--- src/hw/rtl/spr_pkg.sv ---
// types, widths, register codes and the divider step of the specular removal block
// no dependencies; used by every module of the block
package spr_pkg;

	// chromaticity fraction bits
	localparam int unsigned CHROM_FRAC_BITS = 15;

	localparam int unsigned CH_W   = 8;
	localparam int unsigned CHR_W  = 16;
	localparam int unsigned SUM_W  = 10;
	localparam int unsigned DIFF_W = SUM_W;
	localparam int unsigned N_W    = 9;
	localparam int unsigned LANES  = 3;
	localparam int unsigned Q_W    = CH_W;

	// 3*chroma and scaled t1
	localparam int unsigned C3_W   = CHR_W + 2;
	localparam int unsigned T_W    = C3_W;
	localparam int unsigned TCMP_W = (CHROM_FRAC_BITS + 1 > C3_W) ? CHROM_FRAC_BITS + 1 : C3_W;
	localparam logic [TCMP_W-1:0] CHR_ONE = {{(TCMP_W-1){1'b0}}, 1'b1} << CHROM_FRAC_BITS;

	// near zero compare
	localparam int unsigned DT_W   = 8;
	localparam int unsigned ZT_W   = 16;
	localparam int unsigned NZ_SH  = 15;
	localparam int unsigned TM_W   = T_W + CH_W;
	localparam int unsigned ZS_W   = ZT_W + SUM_W;
	localparam int unsigned NZ_W   = ((TM_W > ZS_W) ? TM_W : ZS_W)
		+ ((NZ_SH > CHROM_FRAC_BITS) ? NZ_SH : CHROM_FRAC_BITS);

	// channel numerator and divider
	localparam int unsigned PROD_W = DIFF_W + T_W + 1;
	localparam int unsigned NT_W   = N_W + CHROM_FRAC_BITS;
	localparam int unsigned NUM_W  = ((PROD_W > NT_W) ? PROD_W : NT_W) + 1;
	localparam int unsigned DIV_W  = NUM_W + 1;
	localparam int unsigned V_W    = T_W + 3;
	localparam int unsigned REM_W  = (DIV_W > V_W + Q_W) ? DIV_W : V_W + Q_W;

	// register port
	localparam int unsigned NUM_REGS  = 2;
	localparam int unsigned ADDR_W    = $clog2(4 * NUM_REGS);
	localparam int unsigned REG_IDX_W = ADDR_W - 2;
	localparam int unsigned DATA_W    = 32;
	localparam logic [DT_W-1:0] DARK_RST = 8'd20;
	localparam logic [ZT_W-1:0] ZERO_RST = 16'd1;

	typedef enum logic [REG_IDX_W-1:0] {
		REG_DARK = 1'b0,
		REG_ZERO = 1'b1
	} reg_idx_t;

	typedef enum logic [1:0] {
		ST_DARK      = 2'd0,
		ST_NOPOS     = 2'd1,
		ST_NEAR_ZERO = 2'd2,
		ST_SEP       = 2'd3
	} status_t;

	typedef struct packed {
		logic [CH_W-1:0]  red_in;
		logic [CH_W-1:0]  green_in;
		logic [CH_W-1:0]  blue_in;
		logic [CHR_W-1:0] max_chroma;
	} pix_t;

	typedef struct packed {
		logic [CH_W-1:0] red_out;
		logic [CH_W-1:0] green_out;
		logic [CH_W-1:0] blue_out;
		logic [1:0]      case_status;
	} res_t;

	typedef struct packed {
		logic [DT_W-1:0] dark;
		logic [ZT_W-1:0] zero;
	} cfg_t;

	// lane 0 red, 1 green, 2 blue
	typedef logic [LANES-1:0][CH_W-1:0] rgb_t;

	// front end result, dividend per lane and shared divisor 6*t
	typedef struct packed {
		rgb_t                        pix;
		status_t                     status;
		logic [V_W-1:0]              v;
		logic [LANES-1:0]            pos;
		logic [LANES-1:0][DIV_W-1:0] d;
	} sep_t;

	typedef struct packed {
		logic [REM_W-1:0] rem;
		logic [Q_W-1:0]   q;
		logic             sat;
		logic             pos;
	} lane_t;

	typedef struct packed {
		rgb_t                    pix;
		status_t                 status;
		logic [V_W-1:0]          v;
		lane_t [LANES-1:0]       lane;
	} divst_t;

	// one restoring step: quotient bit sh
	function automatic lane_t div_step(input lane_t ln, input logic [V_W-1:0] v,
		input int unsigned sh);
		lane_t            r;
		logic [REM_W-1:0] dv;
		r  = ln;
		dv = REM_W'(v) << sh;
		if (!ln.sat && ln.rem >= dv) begin
			r.rem = ln.rem - dv;
			r.q   = ln.q | (Q_W'(1) << sh);
		end
		return r;
	endfunction

endpackage

--- src/hw/rtl/spr_regs.sv ---
// apb-style register file: dark threshold and zero threshold
// depends on spr_pkg
module spr_regs (
	input  logic                         clk,
	input  logic                         arst_n,
	input  logic                         psel,
	input  logic                         penable,
	input  logic                         pwrite,
	input  logic [spr_pkg::ADDR_W-1:0]   paddr,
	input  logic [spr_pkg::DATA_W-1:0]   pwdata,
	output logic [spr_pkg::DATA_W-1:0]   prdata,
	output logic                         pready,
	output spr_pkg::cfg_t                cfg
);

	logic [spr_pkg::DT_W-1:0] dark_q;
	logic [spr_pkg::ZT_W-1:0] zero_q;
	spr_pkg::reg_idx_t        idx;
	logic                     wr;

	assign idx    = spr_pkg::reg_idx_t'(paddr[spr_pkg::ADDR_W-1:2]);
	assign wr     = psel && penable && pwrite;
	assign pready = 1'b1;

	always_ff @(posedge clk or negedge arst_n) begin
		if (!arst_n) begin
			dark_q <= spr_pkg::DARK_RST;
			zero_q <= spr_pkg::ZERO_RST;
		end else if (wr) begin
			case (idx)
				spr_pkg::REG_DARK: dark_q <= pwdata[spr_pkg::DT_W-1:0];
				spr_pkg::REG_ZERO: zero_q <= pwdata[spr_pkg::ZT_W-1:0];
				default: ;
			endcase
		end
	end

	always_comb begin
		case (idx)
			spr_pkg::REG_DARK: prdata = spr_pkg::DATA_W'(dark_q);
			spr_pkg::REG_ZERO: prdata = spr_pkg::DATA_W'(zero_q);
			default:           prdata = '0;
		endcase
	end

	assign cfg.dark = dark_q;
	assign cfg.zero = zero_q;

endmodule

--- src/hw/rtl/spr_front.sv ---
// front end, three stages: max/sum/t1, products, case decision and dividends
// depends on spr_pkg
module spr_front (
	input  logic          clk,
	input  logic          arst_n,
	input  spr_pkg::cfg_t cfg,
	input  logic          pix_valid,
	output logic          pix_ready,
	input  spr_pkg::pix_t pix,
	output logic          sep_valid,
	input  logic          sep_ready,
	output spr_pkg::sep_t sep
);

	// stage 1 inputs
	spr_pkg::rgb_t                 ch_in;
	logic [spr_pkg::CH_W-1:0]      mx_in;
	logic [spr_pkg::SUM_W-1:0]     sum_in;
	logic [spr_pkg::C3_W-1:0]      c3_in;
	logic [spr_pkg::TCMP_W-1:0]    tdiff_in;
	logic                          tpos_in;

	logic                          vld_s1;
	spr_pkg::rgb_t                 pix_s1;
	logic [spr_pkg::CH_W-1:0]      mx_s1;
	logic [spr_pkg::SUM_W-1:0]     sum_s1;
	logic [spr_pkg::T_W-1:0]       t_s1;
	logic                          tpos_s1;
	logic                          dark_s1;

	// stage 2 inputs
	logic signed [spr_pkg::DIFF_W-1:0] diff [spr_pkg::LANES];
	logic signed [spr_pkg::PROD_W-1:0] prod [spr_pkg::LANES];
	logic [spr_pkg::SUM_W-1:0]         n3;
	logic [spr_pkg::NT_W-1:0]          nterm;
	logic [spr_pkg::TM_W-1:0]          lhs;
	logic [spr_pkg::ZS_W-1:0]          rhs;

	logic                              vld_s2;
	spr_pkg::rgb_t                     pix_s2;
	logic [spr_pkg::T_W-1:0]           t_s2;
	logic                              tpos_s2;
	logic                              dark_s2;
	logic [spr_pkg::TM_W-1:0]          lhs_s2;
	logic [spr_pkg::ZS_W-1:0]          rhs_s2;
	logic signed [spr_pkg::PROD_W-1:0] prod_s2 [spr_pkg::LANES];
	logic [spr_pkg::NT_W-1:0]          nterm_s2;

	// stage 3 inputs
	logic                          nz;
	logic [spr_pkg::NUM_W-1:0]     num [spr_pkg::LANES];
	logic [spr_pkg::V_W-1:0]       t3;
	spr_pkg::sep_t                 sep_nxt;

	logic                          vld_s3;
	spr_pkg::sep_t                 sep_s3;

	logic en1, en2, en3;

	assign en3       = !vld_s3 || sep_ready;
	assign en2       = !vld_s2 || en3;
	assign en1       = !vld_s1 || en2;
	assign pix_ready = en1;

	// stage 1: max, sum, t1 and its sign
	always_comb begin
		ch_in[0] = pix.red_in;
		ch_in[1] = pix.green_in;
		ch_in[2] = pix.blue_in;
		mx_in = pix.red_in;
		if (pix.green_in > mx_in) mx_in = pix.green_in;
		if (pix.blue_in > mx_in) mx_in = pix.blue_in;
		sum_in = spr_pkg::SUM_W'(pix.red_in) + spr_pkg::SUM_W'(pix.green_in)
			+ spr_pkg::SUM_W'(pix.blue_in);
		c3_in = spr_pkg::C3_W'(pix.max_chroma) + spr_pkg::C3_W'({pix.max_chroma, 1'b0});
		tdiff_in = spr_pkg::TCMP_W'(c3_in) - spr_pkg::CHR_ONE;
		tpos_in  = spr_pkg::TCMP_W'(c3_in) > spr_pkg::CHR_ONE;
	end

	// stage 2: per-lane products, near zero products, n term
	always_comb begin
		for (int l = 0; l < spr_pkg::LANES; l++) begin
			diff[l] = spr_pkg::DIFF_W'(pix_s1[l]) + spr_pkg::DIFF_W'({pix_s1[l], 1'b0}) - sum_s1;
			prod[l] = diff[l] * $signed({1'b0, t_s1});
		end
		n3    = spr_pkg::SUM_W'(mx_s1) + spr_pkg::SUM_W'({mx_s1, 1'b0}) - sum_s1;
		nterm = spr_pkg::NT_W'(n3[spr_pkg::N_W-1:0]) << spr_pkg::CHROM_FRAC_BITS;
		lhs   = spr_pkg::TM_W'(t_s1) * spr_pkg::TM_W'(mx_s1);
		rhs   = spr_pkg::ZS_W'(cfg.zero) * spr_pkg::ZS_W'(sum_s1);
	end

	// stage 3: case decision, numerators, dividend 2*num + 3*t and divisor 6*t
	always_comb begin
		nz = (spr_pkg::NZ_W'(lhs_s2) << spr_pkg::NZ_SH)
			< (spr_pkg::NZ_W'(rhs_s2) << spr_pkg::CHROM_FRAC_BITS);
		t3 = spr_pkg::V_W'(t_s2) + spr_pkg::V_W'({t_s2, 1'b0});
		sep_nxt.pix = pix_s2;
		sep_nxt.v   = spr_pkg::V_W'({t_s2, 1'b0}) + spr_pkg::V_W'({t_s2, 2'b0});
		for (int l = 0; l < spr_pkg::LANES; l++) begin
			num[l] = spr_pkg::NUM_W'(prod_s2[l]) + spr_pkg::NUM_W'(nterm_s2);
			sep_nxt.pos[l] = !num[l][spr_pkg::NUM_W-1] && (num[l] != '0);
			sep_nxt.d[l] = {1'b0, num[l][spr_pkg::NUM_W-2:0], 1'b0} + spr_pkg::DIV_W'(t3);
		end
		if (dark_s2) begin
			sep_nxt.status = spr_pkg::ST_DARK;
		end else if (!tpos_s2) begin
			sep_nxt.status = spr_pkg::ST_NOPOS;
		end else if (nz) begin
			sep_nxt.status = spr_pkg::ST_NEAR_ZERO;
		end else begin
			sep_nxt.status = spr_pkg::ST_SEP;
		end
	end

	always_ff @(posedge clk or negedge arst_n) begin
		if (!arst_n) begin
			vld_s1 <= 1'b0;
			vld_s2 <= 1'b0;
			vld_s3 <= 1'b0;
		end else begin
			if (en1) vld_s1 <= pix_valid;
			if (en2) vld_s2 <= vld_s1;
			if (en3) vld_s3 <= vld_s2;
		end
	end

	always_ff @(posedge clk) begin
		if (en1 && pix_valid) begin
			pix_s1  <= ch_in;
			mx_s1   <= mx_in;
			sum_s1  <= sum_in;
			t_s1    <= tdiff_in[spr_pkg::T_W-1:0];
			tpos_s1 <= tpos_in;
			dark_s1 <= mx_in <= cfg.dark;
		end
		if (en2 && vld_s1) begin
			pix_s2   <= pix_s1;
			t_s2     <= t_s1;
			tpos_s2  <= tpos_s1;
			dark_s2  <= dark_s1;
			lhs_s2   <= lhs;
			rhs_s2   <= rhs;
			prod_s2  <= prod;
			nterm_s2 <= nterm;
		end
		if (en3 && vld_s2) begin
			sep_s3 <= sep_nxt;
		end
	end

	assign sep_valid = vld_s3;
	assign sep       = sep_s3;

endmodule

--- src/hw/rtl/spr_div.sv ---
// pipelined restoring divider, three lanes in lockstep, one quotient bit a stage
// depends on spr_pkg
module spr_div (
	input  logic            clk,
	input  logic            arst_n,
	input  logic            sep_valid,
	output logic            sep_ready,
	input  spr_pkg::sep_t   sep,
	output logic            q_valid,
	input  logic            q_ready,
	output spr_pkg::divst_t q
);

	localparam int unsigned NSTG = spr_pkg::Q_W + 1;

	spr_pkg::divst_t div_s [NSTG];
	spr_pkg::divst_t nxt   [NSTG];
	logic            vld_s [NSTG];
	logic            en    [NSTG];

	// stage 0: saturation check, quotient of 256 or more
	always_comb begin
		nxt[0].pix    = sep.pix;
		nxt[0].status = sep.status;
		nxt[0].v      = sep.v;
		for (int l = 0; l < spr_pkg::LANES; l++) begin
			nxt[0].lane[l].rem = spr_pkg::REM_W'(sep.d[l]);
			nxt[0].lane[l].q   = '0;
			nxt[0].lane[l].pos = sep.pos[l];
			nxt[0].lane[l].sat = spr_pkg::REM_W'(sep.d[l])
				>= (spr_pkg::REM_W'(sep.v) << spr_pkg::Q_W);
		end
	end

	for (genvar j = 1; j < NSTG; j++) begin : g_step
		always_comb begin
			nxt[j] = div_s[j-1];
			for (int l = 0; l < spr_pkg::LANES; l++) begin
				nxt[j].lane[l] = spr_pkg::div_step(div_s[j-1].lane[l], div_s[j-1].v,
					spr_pkg::Q_W - j);
			end
		end
	end

	for (genvar j = 0; j < NSTG; j++) begin : g_stage
		logic vin;

		if (j == NSTG - 1) begin : g_last
			assign en[j] = !vld_s[j] || q_ready;
		end else begin : g_mid
			assign en[j] = !vld_s[j] || en[j+1];
		end

		if (j == 0) begin : g_first
			assign vin = sep_valid;
		end else begin : g_next
			assign vin = vld_s[j-1];
		end

		always_ff @(posedge clk or negedge arst_n) begin
			if (!arst_n) begin
				vld_s[j] <= 1'b0;
			end else if (en[j]) begin
				vld_s[j] <= vin;
			end
		end

		always_ff @(posedge clk) begin
			if (en[j] && vin) begin
				div_s[j] <= nxt[j];
			end
		end
	end

	assign sep_ready = en[0];
	assign q_valid   = vld_s[NSTG-1];
	assign q         = div_s[NSTG-1];

endmodule

--- src/hw/rtl/specular_removal_pixel_top.sv ---
// top level of the specular highlight removal pixel pipeline
// depends on spr_pkg, spr_regs, spr_front, spr_div
//
// one pixel beat in, one result beat out, in order, one beat per clock when neither
// side stalls. the pipe holds three front-end stages (max/sum/t1, the
// 10x19 channel products and near zero products, case decision and dividends), nine
// divider stages (a saturation check plus one quotient bit for each of the eight
// result bits, three channel lanes side by side) and the output register. the
// divider is what sets the depth. every stage has its own valid bit and takes a new
// beat whenever it is empty or its successor moves, so bubbles close up under a
// stalled output and pix_ready falls only once the whole pipe is full. a dark
// pixel, a pixel with t1 not above zero and a near zero pixel pass through untouched
// with their case in case_status. the two thresholds sit on the apb port (dark at
// 0x0, zero at 0x4); write them only while no beat is in flight
module specular_removal_pixel_top (
	input  logic                       clk,
	input  logic                       arst_n,
	// pixel channel
	input  logic                       pix_valid,
	output logic                       pix_ready,
	input  spr_pkg::pix_t              pix,
	// result channel
	output logic                       res_valid,
	input  logic                       res_ready,
	output spr_pkg::res_t              res,
	// register port
	input  logic                       psel,
	input  logic                       penable,
	input  logic                       pwrite,
	input  logic [spr_pkg::ADDR_W-1:0] paddr,
	input  logic [spr_pkg::DATA_W-1:0] pwdata,
	output logic [spr_pkg::DATA_W-1:0] prdata,
	output logic                       pready
);

	spr_pkg::cfg_t   cfg;
	logic            sep_valid;
	logic            sep_ready;
	spr_pkg::sep_t   sep;
	logic            q_valid;
	logic            q_ready;
	spr_pkg::divst_t q;

	// output register
	logic            res_valid_q;
	spr_pkg::res_t   res_q;
	spr_pkg::res_t   res_nxt;
	spr_pkg::rgb_t   ob;
	logic            en_out;

	spr_regs u_regs (
		.clk     (clk),
		.arst_n  (arst_n),
		.psel    (psel),
		.penable (penable),
		.pwrite  (pwrite),
		.paddr   (paddr),
		.pwdata  (pwdata),
		.prdata  (prdata),
		.pready  (pready),
		.cfg     (cfg)
	);

	// thresholds, t1, products, dividends
	spr_front u_front (
		.clk       (clk),
		.arst_n    (arst_n),
		.cfg       (cfg),
		.pix_valid (pix_valid),
		.pix_ready (pix_ready),
		.pix       (pix),
		.sep_valid (sep_valid),
		.sep_ready (sep_ready),
		.sep       (sep)
	);

	// per-channel quotient (2*num + 3*t) / (6*t), i.e. rounded half up
	spr_div u_div (
		.clk       (clk),
		.arst_n    (arst_n),
		.sep_valid (sep_valid),
		.sep_ready (sep_ready),
		.sep       (sep),
		.q_valid   (q_valid),
		.q_ready   (q_ready),
		.q         (q)
	);

	assign en_out  = !res_valid_q || res_ready;
	assign q_ready = en_out;

	// pick diffuse value or passthrough; clamp low on a non-positive numerator, high on saturation
	always_comb begin
		for (int l = 0; l < spr_pkg::LANES; l++) begin
			if (q.status != spr_pkg::ST_SEP) begin
				ob[l] = q.pix[l];
			end else if (!q.lane[l].pos) begin
				ob[l] = '0;
			end else if (q.lane[l].sat) begin
				ob[l] = '1;
			end else begin
				ob[l] = q.lane[l].q;
			end
		end
		res_nxt.red_out     = ob[0];
		res_nxt.green_out   = ob[1];
		res_nxt.blue_out    = ob[2];
		res_nxt.case_status = q.status;
	end

	always_ff @(posedge clk or negedge arst_n) begin
		if (!arst_n) begin
			res_valid_q <= 1'b0;
		end else if (en_out) begin
			res_valid_q <= q_valid;
		end
	end

	always_ff @(posedge clk) begin
		if (en_out && q_valid) begin
			res_q <= res_nxt;
		end
	end

	assign res_valid = res_valid_q;
	assign res       = res_q;

endmodule

--- config.mk ---
export PLATFORM = sky130hd
export DESIGN_NAME = specular_removal_pixel_top
export DESIGN_NICKNAME = d
export VERILOG_FILES = /design/src/hw/rtl/spr_pkg.sv /design/src/hw/rtl/spr_regs.sv /design/src/hw/rtl/spr_front.sv /design/src/hw/rtl/spr_div.sv /design/src/hw/rtl/specular_removal_pixel_top.sv
export SDC_FILE = /design/constraint.sdc
export NUM_CORES = 2
export LEC_CHECK = 0
export ABC_CLOCK_PERIOD_IN_PS = 39600
export BUFFER_PORTS_ARGS = -buffer_cell sky130_fd_sc_hd__clkbuf_2
export CAP_MARGIN = 5
export CORE_UTILIZATION = 66
export DETAILED_ROUTE_END_ITERATION = 7
export PLACE_DENSITY_LB_ADDON = 0.15
export SLEW_MARGIN = 10
export SYNTH_ARGS = -nofsm -noshare
export SYNTH_HDL_FRONTEND = slang
export SYNTH_SLANG_ARGS = --single-unit
export TNS_END_PERCENT = 10
--- constraint.sdc ---
create_clock -name clk -period 39.6 [get_ports clk]
set_clock_uncertainty 0.05 [all_clocks]
set_input_delay 1.98 -clock clk [delete_from_list [all_inputs] [get_ports clk]]
set_output_delay 1.98 -clock clk [all_outputs]
set_load 0.02 [all_outputs]
### Yosys cells after proc, flatten, opt, wreduce, memory -nomap -nowiden

Memories as Yosys holds them, arrays and structs flattened.
Index checks and enable logic that the tools add are counted.

| word-level totals | value |
|---|---|
| register bits | 460 |
| RAM bits | 1,530 |
| logic and storage cells | 291 |
| memories kept | 1 |

Memory list:

| name | depth | width | read ports | clocked after Yosys merged registers in | write ports | line | RTL |
|---|---|---|---|---|---|---|---|
| u_div.div_s | 9 | 170 | 9 | 0 | 9 | spr_div.sv:16 | `spr_pkg::divst_t div_s [NSTG];` |

| operators by class | value |
|---|---|
| $add $sub $neg | 44 |
| $mul | 5 |
| order comparisons | 32 |
| eq/ne operators | 1 |
| multiplexer cells | 56 |
| bitwise gates (word level) | 2 |
| reductions and logical operators | 101 |

Operators by type and width:

| operator | count |
|---|---|
| two-way mux 39 bit | 24 |
| adder 30 x 21 -> 31 bit | 3 |
| >= comparator 31 x 21 -> 1 bit | 3 |
| >= comparator 31 x 22 -> 1 bit | 3 |
| >= comparator 31 x 23 -> 1 bit | 3 |
| >= comparator 31 x 24 -> 1 bit | 3 |
| >= comparator 31 x 25 -> 1 bit | 3 |
| >= comparator 31 x 26 -> 1 bit | 3 |
| >= comparator 31 x 27 -> 1 bit | 3 |
| >= comparator 31 x 28 -> 1 bit | 3 |
| >= comparator 31 x 29 -> 1 bit | 3 |
| subtractor 31 x 21 -> 31 bit | 3 |
| subtractor 31 x 22 -> 31 bit | 3 |
| subtractor 31 x 23 -> 31 bit | 3 |
| subtractor 31 x 24 -> 31 bit | 3 |
| subtractor 31 x 25 -> 31 bit | 3 |
| subtractor 31 x 26 -> 31 bit | 3 |
| subtractor 31 x 27 -> 31 bit | 3 |
| subtractor 31 x 28 -> 31 bit | 3 |
| adder 29 x 25 -> 30 bit | 3 |
| nonzero test 30 bit | 3 |
| two-way mux 8 bit | 11 |
| multiplier 10 x 19 -> 29 bit | 3 |
| one-hot mux 32 bit (2 select lines) | 1 |
| 24 further kinds | 142 |

### Longest topological paths before layout

| logic depth | value |
|---|---|
| depth after elaboration | 15 |
| mapped depth | 37 |
| gate-level depth less buffers | 36 |

### By module

A second synthesis with hierarchy kept.

| unflattened totals | value |
|---|---|
| cell total of the unflattened synthesis | 11,885 |
| area, all modules | 130,342.5 um2 |

By module, submodules not included:

| module | instances | cells each | area an instance (um2) | seq. area each (um2) |
|---|---|---|---|---|
| spr_div | 1 | 6,746 | 78,560.3 | 42,926.2 |
| spr_front | 1 | 4,934 | 49,113.4 | 11,876.4 |
| specular_removal_pixel_top | 1 | 117 | 1,412.6 | 805.8 |
| spr_regs | 1 | 88 | 1,256.2 | 604.3 |

### Worst setup path before layout

No wires, ideal clock.

| timing path | value |
|---|---|
| path type | input to register |
| start point | input port res_ready |
| end point | memory u_div.div_s[0][170] (netlist name) (enable) |
| arrival | 13.073 ns |
| required time | 38.679 ns |
| slack | 25.605 ns |
| stages | 6 |
| buffers on the path | 0 |
| cells stage by stage | nor2b_1 nand3_1 nor2_1 and2_1 and3_1 a21boi_0 |

RTL lines:

| what | line | RTL |
|---|---|---|
| start: declaration | specular_removal_pixel_top.sv:24 | `input logic res_ready,` |
| end: declaration | spr_div.sv:16 |  |

==> flow_summary.json <==
{
  "end_kind": "flip-flop",
  "status": "finished, final reports clean",
  "routabilityCongestion": 0.966,
  "dp_hpwl_um": 248000,
  "nNetsFinal": 12763,
  "syn_to_final_growth_pct": 8.00,
  "drive_gt1_share_pct": 7.17,
  "antenna_found_initial": 15,
  "die_y_um": 429,
  "synthArstFlopShare_pct": 2.14,
  "cts_buffers": 179,
  "required_ps": 40110,
  "die_w_um": 429,
  "io_buffer_count": 107,
  "drcViolationCount": 0,
  "htree_levels": 4,
  "yosysSeqAreaShare_pct": 43.2,
  "max_slew_margin_pct": 16.3,
  "postCtsSetupBuffers": 0,
  "rows": 156,
  "grt_pass1_wl_um": 491000,
  "drtIter0Drc": 7132,
  "worst_slack_ps": 29930,
  "wl_per_cell_um": 24.1,
  "worstSetupPathType": "flip-flop to flip-flop",
  "tightest_slew_ps": 1240,
  "setup_viol": 0,
  "coreArea_mm2": 0.181,
  "critPathSlowestCell": "xnor2_2",
  "max_stage_delay_ps": 910,
  "antenna_left": 0,
  "fin_util_pct": 71.7,
  "dr.pass1.iters": 6,
  "gr-usage-all-layers_pct": 35.4,
  "cts-root-buf": "clkbuf_16",
  "cts_tree": "done",
  "path_clk_slew_ps": 70,
  "synth_cells": 10777,
  "cts_resized": 0,
  "clock_path_buffers": 3,
  "dieArea_mm2": 0.184,
  "ys.warnings.count": 0,
  "ys_ff_latch": 1732,
  "yosysUniqueCellTypes": 107,
  "grt_pass1_vias": 84584,
  "hold_buffers": 0,
  "rsz0062_at_grt": "false",
  "syn_area_per_cell_um2": 11.1,
  "grt_max_degree": 126,
  "arrival_ps": 10170,
  "hold_slack_ps": 312,
  "fin_crit_sh_pct": 24.4,
  "pre_cts_ws_ps": 29940,
  "max_freq_mhz": 103,
  "clock-sinks": 1732,
  "avgViaCountPerCell": 6.21,
  "ys.flop_type": "edfxtp_1",
  "start_util_pct": 66.4,
  "worst_hold_path_type": "flip-flop to flip-flop",
  "cap_viol_max_count": 0,
  "fin_setup_tns_ps": 0,
  "wl_um": 324000,
  "hold_viol": 0,
  "period_needed_ps": 9670,
  "drv_slew": 0,
  "overflow": 0,
  "worstPathMaxFanout": 20,
  "critPathMostFrequentCell": "fa_1",
  "synth_enable_flop_cells": 1695,
  "via_count": 83480,
  "syn_area_mm2": 0.120,
  "io-pin-count": 143,
  "cp-start-kind": "flip-flop",
  "clk_latency_ps": 860
}
[worst max-delay path, delay by kind of cell, from the launching register on]
family	cells	cell delay [ps]
AO/OA/AOI/OAI	12	2470
XOR/XNOR	2	1190
adder cells (fa/ha/maj)	9	3810
buffers and inverters	7	790
flip-flops	1	330
AND/OR/NAND/NOR	3	750
[layer usage]
metal	track usage [%]	part of all wire, %	up-vias
met1	43.5	38	41215
met5	0	0.018	-
met4	20.7	6.8	8
met3	5.68	7.0	949
li1	-	-	38123
met2	59.4	48	3185
[final timing paths]
kind	start	to	slack, ps	cells after the start
min in group asynchronous	arst_n	u_div.g_stage[6].vin	1250	1
setup / recovery	u_front.sum_s1[1]	u_front.prod_s2[85]	29930	33
hold reg to reg	u_front.sep[139]	u_div.div_s[0][166]	310	0
setup reg to reg	u_front.sum_s1[1]	u_front.prod_s2[85]	29930	33
max in group asynchronous	arst_n	u_regs.dark_q[0]	37600	1
hold / removal	u_front.sep[139]	u_div.div_s[0][166]	310	0
[Yosys cell counts (16+ instances only)]
library cell | number | area, um2
edfxtp_1 | 1695 | 50900
a21boi_0 | 30 | 225
a211oi_1 | 49 | 368
o31ai_1 | 54 | 405
mux2_2 | 148 | 1670
o211ai_1 | 23 | 173
clkbuf_1 | 210 | 788
inv_1 | 1211 | 4550
a211o_1 | 20 | 175
a41oi_1 | 16 | 140
or4_1 | 38 | 285
nand4b_1 | 16 | 140
o31a_1 | 19 | 166
xor2_1 | 290 | 2540
a31oi_1 | 56 | 350
o21a_1 | 124 | 931
buf_2 | 23 | 115
dfrtp_1 | 34 | 851
or2_2 | 53 | 332
xnor2_1 | 438 | 3840
ha_1 | 1115 | 14000
a221oi_1 | 16 | 140
o22ai_1 | 21 | 131
and3_1 | 36 | 225
a31o_2 | 21 | 184
nor4_1 | 82 | 513
nand2_1 | 979 | 3670
or3_1 | 40 | 250
o21bai_1 | 79 | 593
buf_4 | 17 | 128
nor4b_1 | 20 | 175
nor2b_1 | 176 | 1100
fa_1 | 650 | 13000
nor3b_1 | 19 | 143
mux2i_1 | 23 | 230
o21ai_0 | 594 | 2970
nor2_1 | 485 | 1820
and2_1 | 332 | 2080
nand2b_1 | 168 | 1050
nor3_1 | 126 | 631
a21oi_1 | 520 | 2600
nand4_1 | 83 | 519
nand3_1 | 120 | 601
a21o_1 | 290 | 2180
[layout make-up]
cell class / instances / area, um2
multi-input combinational: 7591 / 62800
sequential: 1732 / 51800
fill: 12627 / 51100
clock buffer: 205 / 4580
inverter: 1213 / 4550
tap: 2370 / 2970
clock inverter: 127 / 1690
timing repair buffer: 199 / 1240
antenna: 2 / 5.00
[cells by family after synthesis]
family	share of synthesized area [%]
fa+ha+maj	22.5
mux	1.73
flops	43.2
xor+xnor	5.31
other cells	0.00626
buf+inv	4.68
compound gates	11.0
simple gates	11.6
[placed cells by master (no fill, tap or decap), types with 23 or more instances in the layout]
cell type,instances
xnor2_1,435
and2_1,325
nor3_1,126
mux2i_1,23
fa_1,650
nand4_1,83
or3_1,40
or2_2,53
o21bai_1,79
nand3_1,120
or4_1,38
o211ai_1,23
buf_4,91
mux2_2,148
o21a_1,124
a31oi_1,55
nor4_1,82
ha_1,1115
a21boi_0,29
xor2_1,290
a211oi_1,49
clkbuf_1,26
a21o_1,290
dfrtp_1,34
a21oi_1,519
clkbuf_2,107
nand2b_1,168
and3_1,36
inv_1,1211
o21ai_0,593
clkinv_2,33
nand2_1,979
clkbuf_16,179
nor2b_1,171
nor2_1,483
o31ai_1,54
bufinv_16,26
edfxtp_1,1695
[per-stage QoR]
| step | instances | instance area (um2) |
|---|---|---|
| after CTS | 13437 | 130000 |
| after global routing | 13437 | 130000 |
| after detailed placement | 13105 | 123000 |
| final | 13439 | 130000 |
| after floorplan | 10792 | 120000 |
| after global placement | 13105 | 123000 |
[flip-flops by register name (all words and copies together), names as in the netlist, 10 cells and up]
name             cells
u_front.prod_s2     87
u_front.lhs_s2      26
u_front.sum_s1      10
u_front.pix_s2      24
u_front.t_s2        18
res                 26
u_front.sep        139
u_regs.zero_q       16
u_div.div_s       1276
u_front.rhs_s2      26
u_front.t_s1        18
u_front.pix_s1      24
Power is left out: the tool's default activity adds up to more than one toggle a clock period on the data nets, which glitch-free logic cannot reach.
